$ cat src/rtl/lprd_pkg.sv
// Shared types and constants for the length-prefixed record deframer.
// No dependencies; imported by lprd_cfg_if, lprd_cfg_regs, lprd_parser and the top level.
package lprd_pkg;

    localparam int ID_BYTES = 16;

    localparam logic [31:0] MAGIC_RESET       = 32'h5A46_4E31;
    localparam logic [16:0] MAX_PAYLOAD_RESET = 17'd65536;

    localparam int CFG_INDEX_W = 8;
    localparam int CFG_DATA_W  = 32;

    localparam logic [CFG_INDEX_W-1:0] CFG_MAGIC_WORD  = 8'd0;
    localparam logic [CFG_INDEX_W-1:0] CFG_MAX_PAYLOAD = 8'd1;

    localparam logic [2:0] ROLE_MAGIC   = 3'd0;
    localparam logic [2:0] ROLE_ID      = 3'd1;
    localparam logic [2:0] ROLE_LENGTH  = 3'd2;
    localparam logic [2:0] ROLE_PAYLOAD = 3'd3;
    localparam logic [2:0] ROLE_DISCARD = 3'd4;

    localparam logic [1:0] ST_OK        = 2'd0;
    localparam logic [1:0] ST_BAD_MAGIC = 2'd1;
    localparam logic [1:0] ST_TOO_LONG  = 2'd2;
    localparam logic [1:0] ST_TRUNC     = 2'd3;

    typedef enum logic [2:0] {
        PH_MAGIC = 3'd0,
        PH_ID    = 3'd1,
        PH_LEN   = 3'd2,
        PH_PAY   = 3'd3,
        PH_ERR   = 3'd4
    } phase_t;

    typedef struct packed {
        logic [31:0] magic_word;
        logic [16:0] max_payload_bytes;
    } lprd_cfg_t;

    typedef struct packed {
        logic [7:0]  out_byte;
        logic [2:0]  byte_role;
        logic [15:0] field_position;
        logic [15:0] record_number;
        logic [16:0] payload_length;
        logic        record_end;
        logic [1:0]  parse_status;
        logic        blob_end;
    } lprd_result_t;

endpackage

$ cat src/rtl/lprd_in_if.sv
// Input byte channel: valid/ready handshake carrying one blob byte.
// Depends on nothing.
interface lprd_in_if;
    logic       valid;
    logic       ready;
    logic [7:0] data_byte;
    logic       last_byte;

    modport source (output valid, output data_byte, output last_byte, input ready);
    modport sink   (input valid, input data_byte, input last_byte, output ready);
endinterface

$ cat src/rtl/lprd_out_if.sv
// Tagged byte channel: valid/ready handshake carrying one tagged result.
// Depends on nothing.
interface lprd_out_if;
    logic        valid;
    logic        ready;
    logic [7:0]  out_byte;
    logic [2:0]  byte_role;
    logic [15:0] field_position;
    logic [15:0] record_number;
    logic [16:0] payload_length;
    logic        record_end;
    logic [1:0]  parse_status;
    logic        blob_end;

    modport source (output valid, output out_byte, output byte_role, output field_position,
                    output record_number, output payload_length, output record_end,
                    output parse_status, output blob_end, input ready);
    modport sink   (input valid, input out_byte, input byte_role, input field_position,
                    input record_number, input payload_length, input record_end,
                    input parse_status, input blob_end, output ready);
endinterface

$ cat src/rtl/lprd_cfg_if.sv
// Configuration write channel: valid/ready handshake with register index and data.
// Depends on lprd_pkg for widths.
interface lprd_cfg_if;
    import lprd_pkg::*;
    logic                   valid;
    logic                   ready;
    logic [CFG_INDEX_W-1:0] index;
    logic [CFG_DATA_W-1:0]  data;

    modport source (output valid, output index, output data, input ready);
    modport sink   (input valid, input index, input data, output ready);
endinterface

$ cat src/rtl/lprd_cfg_regs.sv
// Configuration registers: expected magic word and maximum payload length.
// Depends on lprd_pkg.
module lprd_cfg_regs
    import lprd_pkg::*;
(
    input  logic                   clk,
    input  logic                   rst_n,
    input  logic                   wr_en,
    input  logic [CFG_INDEX_W-1:0] wr_index,
    input  logic [CFG_DATA_W-1:0]  wr_data,
    output lprd_cfg_t              cfg
);

    logic [31:0] magic_reg;
    logic [16:0] max_payload_reg;

    always_ff @(posedge clk or negedge rst_n)
    begin
        if (!rst_n)
        begin
            magic_reg       <= MAGIC_RESET;
            max_payload_reg <= MAX_PAYLOAD_RESET;
        end
        else if (wr_en)
        begin
            // Unknown indexes are dropped.
            if (wr_index == CFG_MAGIC_WORD)
            begin
                magic_reg <= wr_data;
            end
            else if (wr_index == CFG_MAX_PAYLOAD)
            begin
                max_payload_reg <= wr_data[16:0];
            end
        end
    end

    assign cfg.magic_word        = magic_reg;
    assign cfg.max_payload_bytes = max_payload_reg;

endmodule

$ cat src/rtl/lprd_parser.sv
// Parser state and per-byte tagging logic; state advances when a byte moves on.
// Depends on lprd_pkg.
module lprd_parser
    import lprd_pkg::*;
(
    input  logic         clk,
    input  logic         rst_n,
    input  logic         advance,
    input  logic [7:0]   data_byte,
    input  logic         last_byte,
    input  lprd_cfg_t    cfg,
    output lprd_result_t result
);

    phase_t      phase_reg, phase_next;
    logic [16:0] pos_reg, pos_next;
    logic [31:0] len_reg, len_next;
    logic [15:0] rec_reg, rec_next;
    logic        mismatch_reg, mismatch_next;
    logic [1:0]  err_reg, err_next;

    logic [1:0]  pos_lo;
    logic [7:0]  expect_byte;
    logic        mismatch_now;
    logic [31:0] len_shift;
    logic [17:0] pos_inc;
    logic        id_done;
    logic        pay_done;
    logic        len_too_long;
    logic [15:0] pos_sat16;
    logic [15:0] rec_bump;

    logic [2:0]  role;
    logic [15:0] fpos;
    logic [16:0] plen;
    logic        rend;
    logic        clean_end;

    assign pos_lo = pos_reg[1:0];

    always_comb
    begin
        case (pos_lo)
            2'd0:    expect_byte = cfg.magic_word[31:24];
            2'd1:    expect_byte = cfg.magic_word[23:16];
            2'd2:    expect_byte = cfg.magic_word[15:8];
            default: expect_byte = cfg.magic_word[7:0];
        endcase
    end

    assign mismatch_now = mismatch_reg | (data_byte != expect_byte);
    assign len_shift    = {len_reg[23:0], data_byte};
    assign pos_inc      = {1'b0, pos_reg} + 18'd1;
    assign id_done      = pos_inc >= 18'(ID_BYTES);
    assign pay_done     = {15'd0, pos_inc} >= {1'b0, len_reg};
    assign len_too_long = len_shift > {15'd0, cfg.max_payload_bytes};
    assign pos_sat16    = pos_reg[16] ? 16'hFFFF : pos_reg[15:0];
    assign rec_bump     = (rec_reg == 16'hFFFF) ? rec_reg : rec_reg + 16'd1;

    // Next phase.
    always_comb
    begin
        phase_next = phase_reg;
        case (phase_reg)
            PH_MAGIC:
            begin
                if (pos_lo == 2'd3)
                begin
                    phase_next = mismatch_now ? PH_ERR : PH_ID;
                end
            end
            PH_ID:
            begin
                if (id_done)
                begin
                    phase_next = PH_LEN;
                end
            end
            PH_LEN:
            begin
                if (pos_lo == 2'd3)
                begin
                    if (len_too_long)
                    begin
                        phase_next = PH_ERR;
                    end
                    else if (len_shift == 32'd0)
                    begin
                        phase_next = PH_ID;
                    end
                    else
                    begin
                        phase_next = PH_PAY;
                    end
                end
            end
            PH_PAY:
            begin
                if (pay_done)
                begin
                    phase_next = PH_ID;
                end
            end
            default: phase_next = phase_reg;
        endcase
    end

    // Counters, tags and sticky error.
    always_comb
    begin
        pos_next      = pos_reg;
        len_next      = len_reg;
        rec_next      = rec_reg;
        mismatch_next = mismatch_reg;
        err_next      = err_reg;
        role          = ROLE_DISCARD;
        fpos          = 16'd0;
        plen          = 17'd0;
        rend          = 1'b0;
        case (phase_reg)
            PH_MAGIC:
            begin
                role          = ROLE_MAGIC;
                fpos          = {14'd0, pos_lo};
                mismatch_next = mismatch_now;
                if (pos_lo == 2'd3)
                begin
                    pos_next = 17'd0;
                    if (mismatch_now)
                    begin
                        err_next = ST_BAD_MAGIC;
                    end
                end
                else
                begin
                    pos_next = {15'd0, pos_lo} + 17'd1;
                end
            end
            PH_ID:
            begin
                role = ROLE_ID;
                fpos = pos_sat16;
                if (id_done)
                begin
                    pos_next = 17'd0;
                    len_next = 32'd0;
                end
                else
                begin
                    pos_next = pos_inc[16:0];
                end
            end
            PH_LEN:
            begin
                role     = ROLE_LENGTH;
                fpos     = {14'd0, pos_lo};
                len_next = len_shift;
                if (pos_lo == 2'd3)
                begin
                    pos_next = 17'd0;
                    plen     = (|len_shift[31:17]) ? 17'h1FFFF : len_shift[16:0];
                    if (len_too_long)
                    begin
                        err_next = ST_TOO_LONG;
                    end
                    else if (len_shift == 32'd0)
                    begin
                        rend     = 1'b1;
                        rec_next = rec_bump;
                    end
                end
                else
                begin
                    pos_next = {15'd0, pos_lo} + 17'd1;
                end
            end
            PH_PAY:
            begin
                role = ROLE_PAYLOAD;
                fpos = pos_sat16;
                plen = (|len_reg[31:17]) ? 17'h1FFFF : len_reg[16:0];
                if (pay_done)
                begin
                    rend     = 1'b1;
                    rec_next = rec_bump;
                    pos_next = 17'd0;
                end
                else
                begin
                    pos_next = pos_inc[16:0];
                end
            end
            default: role = ROLE_DISCARD;
        endcase
    end

    assign clean_end = (phase_next == PH_MAGIC) ||
                       ((phase_next == PH_ID) && (pos_next == 17'd0));

    always_comb
    begin
        result.out_byte       = data_byte;
        result.byte_role      = role;
        result.field_position = fpos;
        result.record_number  = rec_reg;
        result.payload_length = plen;
        result.record_end     = rend;
        result.blob_end       = last_byte;
        result.parse_status   = err_reg;
        if (last_byte && (err_next == ST_OK) && !clean_end)
        begin
            result.parse_status = ST_TRUNC;
        end
        else
        begin
            result.parse_status = err_next;
        end
    end

    always_ff @(posedge clk or negedge rst_n)
    begin
        if (!rst_n)
        begin
            phase_reg    <= PH_MAGIC;
            pos_reg      <= 17'd0;
            len_reg      <= 32'd0;
            rec_reg      <= 16'd0;
            mismatch_reg <= 1'b0;
            err_reg      <= ST_OK;
        end
        else if (advance)
        begin
            if (last_byte)
            begin
                // Blob done: start over for the next one.
                phase_reg    <= PH_MAGIC;
                pos_reg      <= 17'd0;
                len_reg      <= 32'd0;
                rec_reg      <= 16'd0;
                mismatch_reg <= 1'b0;
                err_reg      <= ST_OK;
            end
            else
            begin
                phase_reg    <= phase_next;
                pos_reg      <= pos_next;
                len_reg      <= len_next;
                rec_reg      <= rec_next;
                mismatch_reg <= mismatch_next;
                err_reg      <= err_next;
            end
        end
    end

endmodule

$ cat src/rtl/length_prefixed_record_deframer_unit.sv
// Length-prefixed record deframer, top level: input register, parser, result register.
// Depends on lprd_pkg, the three channel interfaces, lprd_cfg_regs and lprd_parser.
//
// Usage:
//   blob   - byte request channel (data_byte, last_byte). last_byte marks the end of a blob.
//   tags   - one result request per input byte: the byte with its role, field offset,
//            record number, declared length, record_end, parse_status and blob_end.
//            parse_status is final on the result that carries blob_end.
//   cfg    - register writes: index 0 magic word, index 1 max payload length.
//            Always ready; write only while no byte is in flight.
// A result passes through the input register and then the result register before it can
// leave on tags. One byte per cycle is sustained while tags is ready; the parser state
// updates as each byte moves from the input register into the result register.
// Reset clears the parser to the magic phase, empties both registers and loads the
// default magic word and maximum length. After each last byte the parser returns to
// the same state on its own.
// When tags stalls, the result register holds and the input register keeps one
// more byte; blob.ready drops only when both are full.
module length_prefixed_record_deframer_unit
    import lprd_pkg::*;
(
    input  logic       clk,
    input  logic       rst_n,
    lprd_in_if.sink    blob,
    lprd_out_if.source tags,
    lprd_cfg_if.sink   cfg
);

    lprd_cfg_t    cfg_val;
    lprd_result_t result;
    lprd_result_t result_reg;

    logic       in_valid_reg;
    logic [7:0] in_byte_reg;
    logic       in_last_reg;
    logic       out_valid_reg;

    logic out_free;
    logic advance;
    logic take;

    assign out_free = !out_valid_reg || tags.ready;
    assign advance  = in_valid_reg && out_free;
    assign take     = blob.valid && blob.ready;

    assign blob.ready = !in_valid_reg || out_free;
    assign cfg.ready  = 1'b1;

    lprd_cfg_regs u_cfg_regs (
        .clk      (clk),
        .rst_n    (rst_n),
        .wr_en    (cfg.valid),
        .wr_index (cfg.index),
        .wr_data  (cfg.data),
        .cfg      (cfg_val)
    );

    lprd_parser u_parser (
        .clk       (clk),
        .rst_n     (rst_n),
        .advance   (advance),
        .data_byte (in_byte_reg),
        .last_byte (in_last_reg),
        .cfg       (cfg_val),
        .result    (result)
    );

    always_ff @(posedge clk or negedge rst_n)
    begin
        if (!rst_n)
        begin
            in_valid_reg  <= 1'b0;
            out_valid_reg <= 1'b0;
        end
        else
        begin
            if (take)
            begin
                in_valid_reg <= 1'b1;
            end
            else if (advance)
            begin
                in_valid_reg <= 1'b0;
            end
            if (advance)
            begin
                out_valid_reg <= 1'b1;
            end
            else if (tags.ready)
            begin
                out_valid_reg <= 1'b0;
            end
        end
    end

    always_ff @(posedge clk)
    begin
        if (take)
        begin
            in_byte_reg <= blob.data_byte;
            in_last_reg <= blob.last_byte;
        end
        if (advance)
        begin
            result_reg <= result;
        end
    end

    assign tags.valid          = out_valid_reg;
    assign tags.out_byte       = result_reg.out_byte;
    assign tags.byte_role      = result_reg.byte_role;
    assign tags.field_position = result_reg.field_position;
    assign tags.record_number  = result_reg.record_number;
    assign tags.payload_length = result_reg.payload_length;
    assign tags.record_end     = result_reg.record_end;
    assign tags.parse_status   = result_reg.parse_status;
    assign tags.blob_end       = result_reg.blob_end;

endmodule
$ cat src/flat_wrapper.sv
// flat-port wrapper written by rule: the top's interface ports become plain ports
module length_prefixed_record_deframer_unit_flat import lprd_pkg::*;
  (clk, rst_n, blob_valid, blob_data_byte, blob_last_byte, blob_ready, tags_valid, tags_out_byte, tags_byte_role, tags_field_position, tags_record_number, tags_payload_length, tags_record_end, tags_parse_status, tags_blob_end, tags_ready, cfg_valid, cfg_index, cfg_data, cfg_ready);
  lprd_in_if blob_i ();
  lprd_out_if tags_i ();
  lprd_cfg_if cfg_i ();
  input  logic clk;
  input  logic rst_n;
  input wire logic [$bits(blob_i.valid)-1:0] blob_valid;
  input wire logic [$bits(blob_i.data_byte)-1:0] blob_data_byte;
  input wire logic [$bits(blob_i.last_byte)-1:0] blob_last_byte;
  output wire logic [$bits(blob_i.ready)-1:0] blob_ready;
  output wire logic [$bits(tags_i.valid)-1:0] tags_valid;
  output wire logic [$bits(tags_i.out_byte)-1:0] tags_out_byte;
  output wire logic [$bits(tags_i.byte_role)-1:0] tags_byte_role;
  output wire logic [$bits(tags_i.field_position)-1:0] tags_field_position;
  output wire logic [$bits(tags_i.record_number)-1:0] tags_record_number;
  output wire logic [$bits(tags_i.payload_length)-1:0] tags_payload_length;
  output wire logic [$bits(tags_i.record_end)-1:0] tags_record_end;
  output wire logic [$bits(tags_i.parse_status)-1:0] tags_parse_status;
  output wire logic [$bits(tags_i.blob_end)-1:0] tags_blob_end;
  input wire logic [$bits(tags_i.ready)-1:0] tags_ready;
  input wire logic [$bits(cfg_i.valid)-1:0] cfg_valid;
  input wire logic [$bits(cfg_i.index)-1:0] cfg_index;
  input wire logic [$bits(cfg_i.data)-1:0] cfg_data;
  output wire logic [$bits(cfg_i.ready)-1:0] cfg_ready;
  assign blob_i.valid = blob_valid;
  assign blob_i.data_byte = blob_data_byte;
  assign blob_i.last_byte = blob_last_byte;
  assign blob_ready = blob_i.ready;
  assign tags_valid = tags_i.valid;
  assign tags_out_byte = tags_i.out_byte;
  assign tags_byte_role = tags_i.byte_role;
  assign tags_field_position = tags_i.field_position;
  assign tags_record_number = tags_i.record_number;
  assign tags_payload_length = tags_i.payload_length;
  assign tags_record_end = tags_i.record_end;
  assign tags_parse_status = tags_i.parse_status;
  assign tags_blob_end = tags_i.blob_end;
  assign tags_i.ready = tags_ready;
  assign cfg_i.valid = cfg_valid;
  assign cfg_i.index = cfg_index;
  assign cfg_i.data = cfg_data;
  assign cfg_ready = cfg_i.ready;
  length_prefixed_record_deframer_unit u_core (.clk(clk), .rst_n(rst_n), .blob(blob_i), .tags(tags_i), .cfg(cfg_i));
endmodule
$ cat config.mk
export PLATFORM = sky130hd
export DESIGN_NAME = length_prefixed_record_deframer_unit_flat
export DESIGN_NICKNAME = d
export VERILOG_FILES = /design/src/rtl/lprd_pkg.sv /design/src/rtl/lprd_in_if.sv /design/src/rtl/lprd_out_if.sv /design/src/rtl/lprd_cfg_if.sv /design/src/rtl/lprd_cfg_regs.sv /design/src/rtl/lprd_parser.sv /design/src/rtl/length_prefixed_record_deframer_unit.sv /design/src/flat_wrapper.sv
export SDC_FILE = /design/constraint.sdc
export NUM_CORES = 1
export LEC_CHECK = 0
export BUFFER_PORTS_ARGS = -buffer_cell sky130_fd_sc_hd__buf_4
export CAP_MARGIN = 20
export CORE_MARGIN = 3
export CORE_UTILIZATION = 45
export CTS_BUF_LIST = sky130_fd_sc_hd__clkbuf_4 sky130_fd_sc_hd__clkbuf_8 sky130_fd_sc_hd__clkbuf_16
export CTS_CLUSTER_DIAMETER = 150
export DETAILED_ROUTE_END_ITERATION = 7
export SETUP_SLACK_MARGIN = 0.4
export SLEW_MARGIN = 20
export SYNTH_ARGS = -nofsm -noshare
export SYNTH_HDL_FRONTEND = slang
export SYNTH_SLANG_ARGS = --single-unit
$ cat constraint.sdc
create_clock -name clk -period 6.5 [get_ports clk]
set_input_delay 0.65 -clock clk [delete_from_list [all_inputs] [get_ports clk]]
set_output_delay 0.65 -clock clk [all_outputs]
set_load 0.02 [all_outputs]
==> results.sh <==
export IMPL_synth_xor_area_share_pct=2.92
export IMPL_r2r_end="u_core.u_parser.rec_reg[9]$_DFFE_PN0P_"
export IMPL_multi_input_comb_area_sq_um=4160
export IMPL_drive_gt1_share_pct=24.4
export IMPL_worst_ir_drop_vdd_uv=225
export IMPL_yosys_area_top_type_share_pct=27.1
export IMPL_syn_area_per_cell_sq_um=11.1
export IMPL_maxSlewViolCount=0
export IMPL_cellLeakagePower_nw=5.01
export IMPL_synth_edff_count=73
export IMPL_ys_warn_count=0
export IMPL_yosys_register_bits=195
export IMPL_yosys_area_share_adder_pct=5.19
export IMPL_timing_slew_headroom_pct=22.3
export IMPL_ant_nets=0
export IMPL_drc_errors=0
export IMPL_hp_class="in -> async"
export IMPL_grt_max_degree=82
export IMPL_tightest_slew_ps=1160
export IMPL_arrival_ps=5140
export IMPL_stdcell_count=1269
export IMPL_fillers=1918
export IMPL_numCtsBuffers=17
export IMPL_yosysMostFrequentCell="nor2_1"
export IMPL_setup_viol=0
export IMPL_ys_top_cells_by_area="dfrtp_1 27%, edfxtp_1 22%, ha_1 5.2%"
export IMPL_synth_area_leader_cell="dfrtp_1"
export IMPL_hold_viol_final=0
export IMPL_worstPathMaxFanout=16
export IMPL_worstRegToRegCells=15
export IMPL_cts_path_max_buffers=2
export IMPL_max_freq_mhz=209
export IMPL_wl_per_cell_um=19.5
export IMPL_cts_root_buf="clkbuf_16"
export IMPL_worst_setup_path_start_kind="register"
export IMPL_post_place_cells=1237
export IMPL_setup_tns_ps=0
export IMPL_async_flop_share_pct=62.6
export IMPL_required_ps=6860
export IMPL_grt_pass1_wl_mm=39.4
export IMPL_start_util_pct=46.4
export IMPL_fp_coreArea_sq_um=21300
export IMPL_synth_fp_nets=982
export IMPL_placed_area_sq_um=10900
export IMPL_synth_cell_area_sq_um=9890
export IMPL_cts_resized=0
export IMPL_core_rowCount=53
export IMPL_place_worst_setup_slack_ps=1750
export IMPL_num_vias=7291
export IMPL_first_pass_iters=5
export IMPL_cap_violations=0
export IMPL_ys_flop_type="dfrtp_1"
export IMPL_cts_sinks=195
export IMPL_fp_dieArea_sq_um=23800
export IMPL_synth_compound_gate_area_share_pct=13.6
export IMPL_clkTransAtPathRegs_ps=80
export IMPL_grt_overflow=0
export IMPL_rr_startpoint="u_core.u_parser.pos_reg[0]$_DFFE_PN0P_"
export IMPL_synthCells=887
export IMPL_die_h_um=154
export IMPL_via_per_inst=5.75
export IMPL_cp_end_kind="register"
export IMPL_fin_crit_sh_pct=73.6
export IMPL_grt_pass1_vias=7025
export IMPL_final_min_clock_period_ps=4780
export IMPL_critPathKind="reg -> reg"
export IMPL_final_seq_area_sq_um=5260
export IMPL_postCtsSetupBuffers=0
export IMPL_io_pins=121
export IMPL_num_antenna_cells=0
export IMPL_finalClockSkew_ps=15.6
export IMPL_htree_levels=4
export IMPL_finalWirelength_mm=24.8
export IMPL_ys_types=78
export IMPL_worstSkewPairLatency_ps=440
export IMPL_antenna_found_initial=0
export IMPL_io_buffers=119
export IMPL_synth_seq_area_share_pct=53.2
export IMPL_setup_slack_ps=1720
export IMPL_cts_tree="done"
export IMPL_hold_buffers=0
export IMPL_p_total_mw=3.58
export IMPL_synth_top_family_by_area="simple AND/OR/NAND/NOR gates"
export IMPL_final_cell_area_sq_um=11500
export IMPL_place_gp_congestion=0.909
export IMPL_area_growth_syn_to_layout_pct=16.4
export IMPL_status="finished clean"
export IMPL_fin_nets=1076
export IMPL_grtUsageTotal_pct=20.8
export IMPL_synth_mux_area_share_pct=5.94
export IMPL_final_util_pct=54.1
export IMPL_drt_iter0_markers=641
export IMPL_dpl_hpwl_mm=17.2
export IMPL_synth_simple_area_share_pct=14.4
export IMPL_grt_setup_unrepaired="false"
export IMPL_rrSetupSlack_ps=1720
export IMPL_hold_ws_ps=191
export IMPL_power_density_nw_per_um2=311
export IMPL_synth_common_cells="108 x nor2_1, 107 x dfrtp_1, 73 x edfxtp_1, 54 x inv_1, 47 x nand2_1"
export IMPL_die_w_um=154
layout by cell type (no fill, tap or decap), types with 11 or more instances in the layout:
cell type / count
a21oi_1: 29
a22o_1: 41
and3_1: 11
buf_4: 123
clkbuf_16: 17
dfrtp_1: 107
dfstp_2: 15
edfxtp_1: 73
ha_1: 41
inv_1: 53
mux2_2: 45
nand2_1: 47
nand3_1: 17
nand4_1: 18
nor2_1: 106
nor4_1: 15
o21ai_0: 33
o22ai_1: 19
xnor2_1: 15
xor2_1: 18
final cells by class:
| class | count | area share (%) |
|---|---|---|
| Timing Repair Buffer | 124 | 8.12 |
| Inverter | 57 | 1.86 |
| Clock buffer | 17 | 3.70 |
| Clock inverter | 15 | 1.42 |
| Tap cell | 275 | 2.99 |
| Sequential cell | 195 | 45.7 |
| Multi-Input combinational cell | 586 | 36.2 |
logic make-up after synthesis:
family,Yosys count
XOR/XNOR,33
buffers and inverters,106
AO/OA/AOI/OAI,186
multiplexers,53
adder cells (fa/ha/maj),41
other,1
flip-flops,195
AND/OR/NAND/NOR,272
worst max-delay path by stage:
stage | start | end | slack (ps) | cells past startpoint
CTS | u_core.u_parser.pos_reg[0]$_DFFE_PN0P_ | u_core.u_parser.rec_reg[9]$_DFFE_PN0P_ | 1760 | 15
finish | u_core.u_parser.pos_reg[0]$_DFFE_PN0P_ | u_core.u_parser.rec_reg[9]$_DFFE_PN0P_ | 1720 | 15
floorplan | tags_ready | u_core.u_parser.pos_reg[3]$_DFFE_PN0P_ | 2240 | 8
global placement | u_core.u_parser.pos_reg[0]$_DFFE_PN0P_ | u_core.u_parser.rec_reg[9]$_DFFE_PN0P_ | 1990 | 15
detailed placement | u_core.u_parser.pos_reg[0]$_DFFE_PN0P_ | u_core.u_parser.rec_reg[9]$_DFFE_PN0P_ | 1750 | 15
global route | u_core.u_parser.pos_reg[0]$_DFFE_PN0P_ | u_core.u_parser.rec_reg[1]$_DFFE_PN0P_ | 1240 | 15
critical path, stage by stage, from the launching register on:
cell	delay [ps]
dfrtp_1	700
ha_1	500
nand3_1	340
nor2_1	320
nand3_1	180
xnor2_1	170
ha_1	270
and4_1	230
nand2_1	60
a221o_1	260
a31oi_1	340
nor2_1	220
nor3b_2	420
nand3_1	190
or3_1	360
a21oi_1	140
power breakdown:
part           internal (mW)  total, mW  leakage (nW)  switching [mW]
Combinational          0.371      0.984          2.38           0.613
Sequential              1.40       1.55          2.34           0.152
Clock                  0.517       1.04         0.287           0.524
Total                   2.29       3.58          5.01            1.29
metal layers:
metal / track usage (%) / vias up / share of wire [%] / wire length [um]
li1: - / 3438 / - / -
met1: 31.6 / 3580 / 48 / 11900
met2: 31.2 / 255 / 45 / 11200
met3: 4.14 / 18 / 6.0 / 1500
met4: 4.50 / 0 / 0.86 / 212
met5: 0 / - / 0 / 0
Power figures use the tool's default switching activity.
